$ cat config.mk
export PLATFORM = sky130hd
export DESIGN_NAME = midpoint_line_rasterizer_top
export DESIGN_NICKNAME = d
export VERILOG_FILES = /design/src/mlr_pkg.sv /design/src/mlr_setup.sv /design/src/mlr_core.sv /design/src/midpoint_line_rasterizer_top.sv
export SDC_FILE = /design/constraint.sdc
export NUM_CORES = 1
export LEC_CHECK = 0
export BUFFER_PORTS_ARGS = -buffer_cell sky130_fd_sc_hd__buf_2
export CORE_MARGIN = 2
export CORE_UTILIZATION = 45
export DETAILED_ROUTE_END_ITERATION = 12
export PLACE_DENSITY = 0.61
export SETUP_SLACK_MARGIN = 0.02
export SYNTH_ARGS = -nofsm -noshare
export SYNTH_HDL_FRONTEND = slang
export SYNTH_SLANG_ARGS = --single-unit
$ cat constraint.sdc
create_clock -name clk -period 8 [get_ports clk]
set_input_delay 0.4 -clock clk [delete_from_list [all_inputs] [get_ports clk]]
set_output_delay 0.4 -clock clk [all_outputs]
set_load 0.005 [all_outputs]
$ cat src/mlr_pkg.sv
// Shared opcode and control types for the midpoint line rasterizer.
package mlr_pkg;

    typedef enum logic {
        OP_START = 1'b0,
        OP_STEP  = 1'b1
    } opcode_t;

    // Per-cycle commands from the request stage to the line walker.
    typedef struct packed {
        logic load;
        logic step;
    } walk_ctl_t;

endpackage

$ cat src/mlr_setup.sv
// Combinational line setup: axis choice, endpoint ordering and decision terms.
module mlr_setup #(
    parameter int COORD_BITS = 12
) (
    input  logic [COORD_BITS-1:0]        start_x,
    input  logic [COORD_BITS-1:0]        start_y,
    input  logic [COORD_BITS-1:0]        end_x,
    input  logic [COORD_BITS-1:0]        end_y,
    output logic                         steep,
    output logic                         minor_down,
    output logic                         line_valid,
    output logic [COORD_BITS-1:0]        major_pos,
    output logic [COORD_BITS-1:0]        minor_pos,
    output logic [COORD_BITS-1:0]        major_end,
    output logic signed [COORD_BITS+2:0] decision,
    output logic signed [COORD_BITS+2:0] minor_gain,
    output logic signed [COORD_BITS+2:0] flat_loss
);
    import mlr_pkg::*;

    localparam int DW = COORD_BITS + 3;

    logic [COORD_BITS-1:0] dx;
    logic [COORD_BITS-1:0] dy;
    logic [COORD_BITS-1:0] major_len;
    logic [COORD_BITS-1:0] minor_len;
    logic [COORD_BITS-1:0] a_maj;
    logic [COORD_BITS-1:0] a_min;
    logic [COORD_BITS-1:0] b_maj;
    logic [COORD_BITS-1:0] b_min;
    logic                  swap;

    always_comb
    begin
        dx = (start_x > end_x) ? (start_x - end_x) : (end_x - start_x);
        dy = (start_y > end_y) ? (start_y - end_y) : (end_y - start_y);
        steep = (dy >= dx);
        if (steep)
        begin
            a_maj     = start_y;
            a_min     = start_x;
            b_maj     = end_y;
            b_min     = end_x;
            major_len = dy;
            minor_len = dx;
        end
        else
        begin
            a_maj     = start_x;
            a_min     = start_y;
            b_maj     = end_x;
            b_min     = end_y;
            major_len = dx;
            minor_len = dy;
        end

        // The walk always runs from the smaller major coordinate upward.
        swap = (b_maj < a_maj);
        major_pos  = swap ? b_maj : a_maj;
        minor_pos  = swap ? b_min : a_min;
        major_end  = swap ? a_maj : b_maj;
        minor_down = swap ? (a_min < b_min) : (b_min < a_min);
        line_valid = (major_len != '0);

        flat_loss  = DW'({minor_len, 1'b0});
        minor_gain = DW'({major_len - minor_len, 1'b0});
        decision   = $signed(DW'(major_len)) - flat_loss;
    end

endmodule

$ cat src/mlr_core.sv
// Line walker: holds the current line and produces one pixel per step.
module mlr_core #(
    parameter int COORD_BITS = 12
) (
    input  logic                    clk,
    input  logic                    rst_n,
    input  mlr_pkg::walk_ctl_t      ctl,
    input  logic [COORD_BITS-1:0]   start_x,
    input  logic [COORD_BITS-1:0]   start_y,
    input  logic [COORD_BITS-1:0]   end_x,
    input  logic [COORD_BITS-1:0]   end_y,
    input  logic [31:0]             colour,
    output logic                    active,
    output logic [COORD_BITS-1:0]   pixel_x,
    output logic [COORD_BITS-1:0]   pixel_y,
    output logic [31:0]             pixel_colour,
    output logic                    last_pixel
);
    import mlr_pkg::*;

    localparam int DW = COORD_BITS + 3;

    logic                   set_steep;
    logic                   set_down;
    logic                   set_valid;
    logic [COORD_BITS-1:0]  set_major_pos;
    logic [COORD_BITS-1:0]  set_minor_pos;
    logic [COORD_BITS-1:0]  set_major_end;
    logic signed [DW-1:0]   set_decision;
    logic signed [DW-1:0]   set_gain;
    logic signed [DW-1:0]   set_loss;

    logic                   active_reg;
    logic                   active_next;
    logic                   steep_reg;
    logic                   steep_next;
    logic                   down_reg;
    logic                   down_next;
    logic [COORD_BITS-1:0]  major_pos_reg;
    logic [COORD_BITS-1:0]  major_pos_next;
    logic [COORD_BITS-1:0]  minor_pos_reg;
    logic [COORD_BITS-1:0]  minor_pos_next;
    logic [COORD_BITS-1:0]  major_end_reg;
    logic [COORD_BITS-1:0]  major_end_next;
    logic signed [DW-1:0]   decision_reg;
    logic signed [DW-1:0]   decision_next;
    logic signed [DW-1:0]   gain_reg;
    logic signed [DW-1:0]   gain_next;
    logic signed [DW-1:0]   loss_reg;
    logic signed [DW-1:0]   loss_next;
    logic [31:0]            colour_reg;
    logic [31:0]            colour_next;

    mlr_setup #(
        .COORD_BITS (COORD_BITS)
    ) u_setup (
        .start_x    (start_x),
        .start_y    (start_y),
        .end_x      (end_x),
        .end_y      (end_y),
        .steep      (set_steep),
        .minor_down (set_down),
        .line_valid (set_valid),
        .major_pos  (set_major_pos),
        .minor_pos  (set_minor_pos),
        .major_end  (set_major_end),
        .decision   (set_decision),
        .minor_gain (set_gain),
        .flat_loss  (set_loss)
    );

    assign active       = active_reg;
    assign pixel_x      = steep_reg ? minor_pos_reg : major_pos_reg;
    assign pixel_y      = steep_reg ? major_pos_reg : minor_pos_reg;
    assign pixel_colour = colour_reg;
    assign last_pixel   = (({1'b0, major_pos_reg} + 1'b1) == {1'b0, major_end_reg});

    always_comb
    begin
        active_next    = active_reg;
        steep_next     = steep_reg;
        down_next      = down_reg;
        major_pos_next = major_pos_reg;
        minor_pos_next = minor_pos_reg;
        major_end_next = major_end_reg;
        decision_next  = decision_reg;
        gain_next      = gain_reg;
        loss_next      = loss_reg;
        colour_next    = colour_reg;
        if (ctl.load)
        begin
            active_next    = set_valid;
            steep_next     = set_steep;
            down_next      = set_down;
            major_pos_next = set_major_pos;
            minor_pos_next = set_minor_pos;
            major_end_next = set_major_end;
            decision_next  = set_decision;
            gain_next      = set_gain;
            loss_next      = set_loss;
            colour_next    = colour;
        end
        else if (ctl.step && active_reg)
        begin
            // A negative decision means the midpoint lies past the line.
            if (decision_reg[DW-1])
            begin
                minor_pos_next = down_reg ? (minor_pos_reg - 1'b1) : (minor_pos_reg + 1'b1);
                decision_next  = decision_reg + gain_reg;
            end
            else
            begin
                decision_next = decision_reg - loss_reg;
            end
            major_pos_next = major_pos_reg + 1'b1;
            if (last_pixel)
            begin
                active_next = 1'b0;
            end
        end
    end

    always_ff @(posedge clk or negedge rst_n)
    begin
        if (!rst_n)
        begin
            active_reg <= 1'b0;
        end
        else
        begin
            active_reg <= active_next;
        end
    end

    always_ff @(posedge clk)
    begin
        steep_reg     <= steep_next;
        down_reg      <= down_next;
        major_pos_reg <= major_pos_next;
        minor_pos_reg <= minor_pos_next;
        major_end_reg <= major_end_next;
        decision_reg  <= decision_next;
        gain_reg      <= gain_next;
        loss_reg      <= loss_next;
        colour_reg    <= colour_next;
    end

endmodule

$ cat src/midpoint_line_rasterizer_top.sv
// Top level of the midpoint line rasterizer: request register, walker, result register.
//
//   channel | valid     | stall     | payload
//   --------+-----------+-----------+------------------------------------------------
//   request | in_valid  | in_stall  | opcode, start_x, start_y, end_x, end_y, colour
//   result  | out_valid | out_stall | pixel_x, pixel_y, pixel_colour, last_pixel
//
// One request is taken per cycle while in_stall is low; a step request reaches the output
// through the request register and then the result register.
// The line setup and the per-pixel add and compare are each combinational between registers.
// Reset clears the request and result valids and drops any line in progress.
// While a result waits under out_stall, requests that yield no pixel still retire;
// a step request that would yield a pixel holds and in_stall rises.
module midpoint_line_rasterizer_top #(
    parameter int COORD_BITS = 12
) (
    input  logic                  clk,
    input  logic                  rst_n,
    input  logic                  in_valid,
    output logic                  in_stall,
    input  logic                  opcode,
    input  logic [COORD_BITS-1:0] start_x,
    input  logic [COORD_BITS-1:0] start_y,
    input  logic [COORD_BITS-1:0] end_x,
    input  logic [COORD_BITS-1:0] end_y,
    input  logic [31:0]           colour,
    output logic                  out_valid,
    input  logic                  out_stall,
    output logic [COORD_BITS-1:0] pixel_x,
    output logic [COORD_BITS-1:0] pixel_y,
    output logic [31:0]           pixel_colour,
    output logic                  last_pixel
);
    import mlr_pkg::*;

    logic                  req_valid_reg;
    logic                  req_valid_next;
    opcode_t               opcode_reg;
    logic [COORD_BITS-1:0] start_x_reg;
    logic [COORD_BITS-1:0] start_y_reg;
    logic [COORD_BITS-1:0] end_x_reg;
    logic [COORD_BITS-1:0] end_y_reg;
    logic [31:0]           colour_reg;

    logic                  out_valid_reg;
    logic                  out_valid_next;
    logic [COORD_BITS-1:0] pixel_x_reg;
    logic [COORD_BITS-1:0] pixel_y_reg;
    logic [31:0]           pixel_colour_reg;
    logic                  last_pixel_reg;

    logic                  accept;
    logic                  advance;
    logic                  emit;
    walk_ctl_t             ctl;
    logic                  walk_active;
    logic [COORD_BITS-1:0] walk_x;
    logic [COORD_BITS-1:0] walk_y;
    logic [31:0]           walk_colour;
    logic                  walk_last;

    assign emit    = req_valid_reg && (opcode_reg == OP_STEP) && walk_active;
    assign advance = req_valid_reg && (!emit || !out_valid_reg || !out_stall);
    assign in_stall = req_valid_reg && !advance;
    assign accept  = in_valid && !in_stall;

    assign ctl = '{load: advance && (opcode_reg == OP_START),
                   step: advance && (opcode_reg == OP_STEP)};

    always_comb
    begin
        req_valid_next = req_valid_reg;
        if (accept)
        begin
            req_valid_next = 1'b1;
        end
        else if (advance)
        begin
            req_valid_next = 1'b0;
        end

        out_valid_next = out_valid_reg;
        if (advance && emit)
        begin
            out_valid_next = 1'b1;
        end
        else if (!out_stall)
        begin
            out_valid_next = 1'b0;
        end
    end

    always_ff @(posedge clk or negedge rst_n)
    begin
        if (!rst_n)
        begin
            req_valid_reg <= 1'b0;
            out_valid_reg <= 1'b0;
        end
        else
        begin
            req_valid_reg <= req_valid_next;
            out_valid_reg <= out_valid_next;
        end
    end

    always_ff @(posedge clk)
    begin
        if (accept)
        begin
            opcode_reg  <= opcode_t'(opcode);
            start_x_reg <= start_x;
            start_y_reg <= start_y;
            end_x_reg   <= end_x;
            end_y_reg   <= end_y;
            colour_reg  <= colour;
        end
        if (advance && emit)
        begin
            pixel_x_reg      <= walk_x;
            pixel_y_reg      <= walk_y;
            pixel_colour_reg <= walk_colour;
            last_pixel_reg   <= walk_last;
        end
    end

    mlr_core #(
        .COORD_BITS (COORD_BITS)
    ) u_core (
        .clk          (clk),
        .rst_n        (rst_n),
        .ctl          (ctl),
        .start_x      (start_x_reg),
        .start_y      (start_y_reg),
        .end_x        (end_x_reg),
        .end_y        (end_y_reg),
        .colour       (colour_reg),
        .active       (walk_active),
        .pixel_x      (walk_x),
        .pixel_y      (walk_y),
        .pixel_colour (walk_colour),
        .last_pixel   (walk_last)
    );

    assign out_valid    = out_valid_reg;
    assign pixel_x      = pixel_x_reg;
    assign pixel_y      = pixel_y_reg;
    assign pixel_colour = pixel_colour_reg;
    assign last_pixel   = last_pixel_reg;

endmodule
Yosys cells after proc, flatten, opt, wreduce, memory -nomap -nowiden
Index checks and enable logic that the tools add are counted.
{"block": "word_totals", "reg_bits": 250, "word_cells": 96}
{"block": "classes", "n_addsub": 12, "magnitude_cmp": 6, "bitwise": 1, "eq_ne": 2, "reduce_logical": 23, "muxes": 30}
{"cell": "2-to-1 mux 12 bit", "count": 19}
{"cell": "subtractor 12 bit", "count": 5}
{"cell": "2-to-1 mux 15 bit", "count": 3}
{"cell": "less-than comparator 12 bit", "count": 3}
{"cell": "adder 12 x 1 -> 12 bit (second input constant)", "count": 2}
{"cell": "greater-than comparator 12 bit", "count": 2}
{"cell": "adder 15 x 14 -> 15 bit", "count": 1}
{"cell": "subtractor 15 x 14 -> 15 bit", "count": 1}
{"cell": "subtractor 12 x 13 -> 14 bit", "count": 1}
{"cell": "adder 12 x 1 -> 13 bit (second input constant)", "count": 1}
{"cell": "equality test 13 x 12 -> 1 bit", "count": 1}
{"cell": "greater-or-equal comparator 12 bit", "count": 1}
{"cell": "nonzero test 12 bit", "count": 1}
{"cell": "subtractor 12 x 1 -> 12 bit (second input constant)", "count": 1}
{"cell": "logical AND 1 bit", "count": 9}
{"cell": "2-to-1 mux 1 bit", "count": 8}
{"cell": "nonzero test 2 bit", "count": 4}
{"cell": "zero test 1 bit", "count": 5}
{"cell": "AND reduction 2 bit", "count": 2}
{"cell": "logical OR 1 bit", "count": 2}
{"cell": "!= test 2 x 1 -> 1 bit (second input constant)", "count": 1}
{"cell": "NOT 1 bit", "count": 1}

Logic depth before layout (Yosys ltp)
{"block": "depth", "word_depth": 11, "depth_mapped": 38}

Modules after synthesis
Synthesis repeated with hierarchy kept, for this count alone.
{"block": "hier_totals", "cells_unflattened": 1506, "area_unflattened_um2": 15992.8}
{"module": "mlr_core", "n_inst": 1, "cells_per_inst": 535, "seq_area_each_um2": 3478.3, "area_each_um2": 6277.3}
{"module": "mlr_setup", "n_inst": 1, "cells_per_inst": 821, "seq_area_each_um2": 0.0, "area_each_um2": 5461.5}
{"module": "midpoint_line_rasterizer_top", "n_inst": 1, "cells_per_inst": 150, "seq_area_each_um2": 4194.0, "area_each_um2": 4254.1}

Worst setup path before layout
OpenSTA, ideal clock, no wires.
{"block": "synth_path", "path_kind": "reg-to-reg", "from": "register start_x_reg[0]", "to": "register u_core.minor_pos_reg[10], data pin", "setup_slack_ns": 0.732, "setup_ns": 0.368, "path_stages_with_launch": 37, "arrival_time_ns": 6.899, "n_path_buf": 6, "t_required_ns": 7.632, "cell_sequence": "edfxtp_1 > inv_1 > ha_1 > inv_1 > fa_1 > nand3_1 > a21oi_1 > o211a_1 > or3_1 > a32oi_1 > xor2_1 > ha_1 > clkbuf_1 > a21oi_1 > nor2_1 > a2111oi_0 > o21ai_1 > nand2_1 > buf_2 > clkbuf_1 > buf_1 > nor2_1 > a21oi_1 > inv_1 > ha_1 > a21o_1 > a21o_1 > a21o_1 > a21o_1 > a21o_1 > a21oi_1 > nor2b_1 > a211o_1 > clkbuf_1 > buf_1 > o211ai_1 > o21ai_0"}
{"block": "synth_between", "elab_chain_cells": 7, "word_cells_on_any_way": 12, "cone_classes": "add/sub (2); order compare (3); mux (7)"}
{"item": "from (decl)", "line_no": "midpoint_line_rasterizer_top.sv:39", "text": "logic [COORD_BITS-1:0] start_x_reg;"}
{"item": "from (signal assigned)", "line_no": "midpoint_line_rasterizer_top.sv:112", "text": "start_x_reg <= start_x;"}
{"item": "subtractor 12 bit / greater-than comparator 12 bit (equally long branches)", "line_no": "mlr_setup.sv:35", "text": "dx = (start_x > end_x) ? (start_x - end_x) : (end_x - start_x);"}
{"item": "2-to-1 mux 12 bit", "line_no": "mlr_setup.sv:35"}
{"item": "greater-or-equal comparator 12 bit", "line_no": "mlr_setup.sv:37", "text": "steep = (dy >= dx);"}
{"item": "2-to-1 mux 12 bit", "line_no": "mlr_setup.sv:38", "text": "if (steep)"}
{"item": "less-than comparator 12 bit", "line_no": "mlr_setup.sv:58", "text": "swap = (b_maj < a_maj);"}
{"item": "2-to-1 mux 12 bit (*)", "line_no": "mlr_setup.sv:60", "text": "minor_pos = swap ? b_min : a_min;"}
{"item": "2-to-1 mux 12 bit (*)", "line_no": "mlr_core.sv:90", "text": "if (ctl.load)"}
{"item": "named net u_core.minor_pos_next[10]", "line_no": "mlr_core.sv:42", "text": "logic [COORD_BITS-1:0] minor_pos_next;"}
{"item": "to (signal assigned)", "line_no": "mlr_core.sv:140", "text": "minor_pos_reg <= minor_pos_next;"}
{"item": "to (decl)", "line_no": "mlr_core.sv:41", "text": "logic [COORD_BITS-1:0] minor_pos_reg;"}
The timed path passes the listed nets; every way through them passes the cells marked *.
A chain may end at the register's enable or synchronous reset.

Worst setup path after layout
{"block": "layout_path", "from": "register start_x_reg[0]", "to": "register u_core.decision_reg[13], data pin"}
{"block": "layout_between", "elab_chain_cells": 6, "word_cells_on_any_way": 9, "cone_classes": "add/sub (3); order compare (2); mux (4)"}
{"item": "subtractor 12 bit / greater-than comparator 12 bit (equally long branches)", "line_no": "mlr_setup.sv:35"}
{"item": "2-to-1 mux 12 bit (*)", "line_no": "mlr_setup.sv:35"}
{"item": "greater-or-equal comparator 12 bit", "line_no": "mlr_setup.sv:37"}
{"item": "2-to-1 mux 12 bit (*)", "line_no": "mlr_setup.sv:38"}
{"item": "named net u_core.set_loss[1]", "line_no": "mlr_core.sv:31", "text": "logic signed [DW-1:0] set_loss;"}
{"item": "subtractor 12 x 13 -> 14 bit (*)", "line_no": "mlr_setup.sv:67", "text": "decision = $signed(DW'(major_len)) - flat_loss;"}
{"item": "2-to-1 mux 15 bit (*)", "line_no": "mlr_core.sv:90"}
{"item": "named net u_core.decision_next[13]", "line_no": "mlr_core.sv:46", "text": "logic signed [DW-1:0] decision_next;"}
{"item": "to (signal assigned)", "line_no": "mlr_core.sv:142", "text": "decision_reg <= decision_next;"}
{"item": "to (decl)", "line_no": "mlr_core.sv:45", "text": "logic signed [DW-1:0] decision_reg;"}
Marks and branches as above.

==> results.py <==
metrics = {
    "run": {
        "drv_cap": 0,
    },
    "critical_path": {
        "r2r_slack_ns": 0.50,
        "crit_arrival_ns": 7.87,
        "cpPeakStageDelay_ns": 0.47,
        "cp_slowest_cell": "edfxtp_1",
        "critPathKind": "register to register",
        "reg2reg_from": "start_x_reg[0]",
        "crit_family": "compound AO/OA/AOI/OAI gates",
        "setup.worst_path.start_class": "register",
        "crit_top_cell": "a21oi_1",
        "required_ns": 8.38,
        "crit_path_end_kind": "register",
        "worstReg2RegEnd": "u_core.decision_reg[13]",
        "critical_path_buf_inv_count": 6,
        "rr_worst_depth": 35,
        "cp_max_fo": 14,
    },
    "final_layout": {
        "stdcell_count": 2053,
        "area_growth_pct": 14.8,
        "fin_nets": 1799,
        "seq_area_um2": 7460,
        "nFillCells": 3066,
        "multi_input_area_um2": 7160,
        "antenna_cells": 0,
        "design_area_um2": 17500,
        "drive_gt1_frac": 0.171,
        "fin_util": 0.523,
    },
    "min_path": {
        "hp-class": "input port to register",
        "min_to": "colour_reg[11]",
        "hold_depth": 1,
        "hold_path_startpoint": "colour[11]",
    },
    "detailed_routing": {
        "wl_um": 39200,
        "drtIter0Drc": 819,
        "ant_nets": 0,
        "dr_total_vias": 11200,
        "avgRoutedWirePerCell_um": 19.1,
        "via_per_inst": 5.45,
        "dr.pass1.iters": 5,
        "drcViolationCount": 0,
    },
    "yosys": {
        "synth_edf_count": 246,
        "syn_inst": 1431,
        "synth_xor_area_frac": 0.0455,
        "synth.top_cell.area_share": 0.486,
        "synth_ff_type": "edfxtp_1",
        "avgSynthCellArea_um2": 10.6,
        "synthSimpleGateAreaFrac": 0.123,
        "synth.distinct_cells": 77,
        "synth_top_family_by_area": "compound AO/OA/AOI/OAI gates",
        "synth_mux_area_frac": 0.0389,
        "synthTopCellsByArea": "edfxtp_1 (49%), ha_1 (9.7%), a21oi_1 (4.0%)",
        "ys_ff_latch": 249,
        "synth_top_area_cell": "edfxtp_1",
        "synthAdderAreaFrac": 0.106,
        "yosysMostFrequentCell": "edfxtp_1",
        "syn_nets": 1641,
        "synth_compound_gate_area_share": 0.152,
        "syn_area_um2": 15200,
        "ys_async_sr_fraction": 0.0120,
        "yosys-top-cells-count": "edfxtp_1 (246), a21oi_1 (122), ha_1 (118), inv_1 (118), nor2_1 (118)",
        "ys_warn_count": 0,
        "yosysSeqAreaShare": 0.491,
    },
    "sta": {
        "hold_viol": 0,
        "fin_crit_ns": 7.50,
        "setup_viol": 0,
        "timing.final.crit_share": 0.937,
        "slew_violations": 0,
        "slew_headroom": 0.336,
        "fmax_mhz": 133,
        "worst_pin_slew_ns": 0.994,
        "setup_tns_ns": 0,
        "rsz0062_at_grt": "no",
        "skew_ns": 0.0271,
    },
    "cts": {
        "clk_pin_slew_ns": 0.07,
        "clk_latency_ns": 0.55,
        "clock-sinks": 249,
        "htree_levels": 1,
        "cts-root-buf": "clkbuf_16",
        "cts_setup_buffers": 0,
        "cts_buffers": 28,
        "cts_tree": "done",
        "clockBufferDepth": 3,
    },
    "floorplan": {
        "die_y_um": 188,
        "row_count": 67,
        "die_w_um": 188,
        "start_util": 0.456,
        "dieArea_um2": 35300,
        "io_pins": 144,
        "coreArea_um2": 33400,
    },
    "placement": {
        "gp_congestion": 0.930,
        "io_buffer_count": 143,
        "placed_area_um2": 16500,
        "dp_hpwl_um": 30600,
        "place_inst": 1999,
    },
    "grt": {
        "grt_pass1_wl_um": 60000,
        "antenna_found_initial": 0,
        "grt_max_degree": 61,
        "grt_overflow": 0,
        "grtUsageTotal": 0.220,
        "grt_pass1_vias": 10700,
    },
    "status": {
        "status": "complete, no violations",
    },
    "power": {
        "p_leak_nw": 7.24,
        "power_density_nw_per_um2": 433,
        "ir_worst_vdd_mv": 0.206,
    },
}
metrics by stage:
stage	hold WS, ns	setup WS, ns	power, mW
floorplan	0.104	0.732	5.19
global placement	0.199	0.254	6.28
detailed placement	0.203	0.143	6.34
CTS	0.000390	0.104	7.52
global route	0.00388	0.0287	8.20
finish	0.0255	0.503	7.56
layer usage:
metal	global-route usage	vias to the layer above	routed length [um]
met5	0	-	0
met2	0.343	332	17300
li1	-	5531	-
met3	0.0288	57	2200
met1	0.324	5275	18800
met4	0.0584	0	990
cells by family (layout without fill, tap and decap cells):
kind of cell / count (synthesis) / after routing
muxes: 56 / 56
DFF: 249 / 249
xor gates and xnor gates: 79 / 79
adders and majority gates: 125 / 125
buffers and inverters: 172 / 346
AOI/OAI and AO/OA: 360 / 360
and+or+nand+nor: 390 / 390
worst max-delay path by stage:
| stage | from | slack [ns] | cells past startpoint | endpoint |
|---|---|---|---|---|
| 3_5_place_dp | start_y_reg[0] | 0.14 | 29 | u_core.decision_reg[12] |
| 4_1_cts | start_y_reg[0] | 0.10 | 33 | u_core.decision_reg[13] |
| 5_1_grt | start_x_reg[0] | 0.03 | 33 | u_core.major_pos_reg[0] |
| 3_3_place_gp | start_x_reg[0] | 0.25 | 31 | u_core.decision_reg[12] |
| 2_1_floorplan | start_x_reg[0] | 0.73 | 36 | u_core.minor_pos_reg[10] |
| 6_report | start_x_reg[0] | 0.50 | 35 | u_core.decision_reg[13] |
layout make-up:
type | count | area share
clock buffer | 34 | 0.0414
clock inverter | 12 | 0.00466
inverter | 119 | 0.0257
multi-input combinational | 1010 | 0.410
sequential | 249 | 0.428
tap | 448 | 0.0321
timing repair buffer | 181 | 0.0585
layout by cell type, fill, tap and decap left out, types with 7 or more instances in the layout:
master,n
xor2_1,34
o21a_1,10
ha_1,118
a21oi_1,119
a21boi_0,10
fa_1,7
o21bai_1,9
nand4_1,18
o211ai_1,9
nor2_1,118
mux2i_1,31
inv_1,116
nand2b_1,14
edfxtp_1,246
xnor2_1,42
nor3_1,29
nand2_1,107
o21ai_0,72
or3_1,12
o31ai_1,19
buf_4,30
nor2b_1,14
clkbuf_16,28
a21o_1,33
mux2_2,25
nand3_1,17
buf_2,143
dlygate4sd3_1,8
a211oi_1,11
and3_1,7
and2_1,17
power by group:
part           switching, mW  internal (mW)  leakage (nW)
clock                  0.501          0.642         0.398
sequential             0.171           1.86          2.38
combinational           2.57           1.81          4.47
what timing repair did:
action	in CTS	in global routing
gates resized for setup	0	11
endpoints found under the setup margin	0	44
hold buffers	6	2
endpoints found under the hold margin	8	2
Power figures use the tool's default switching activity.
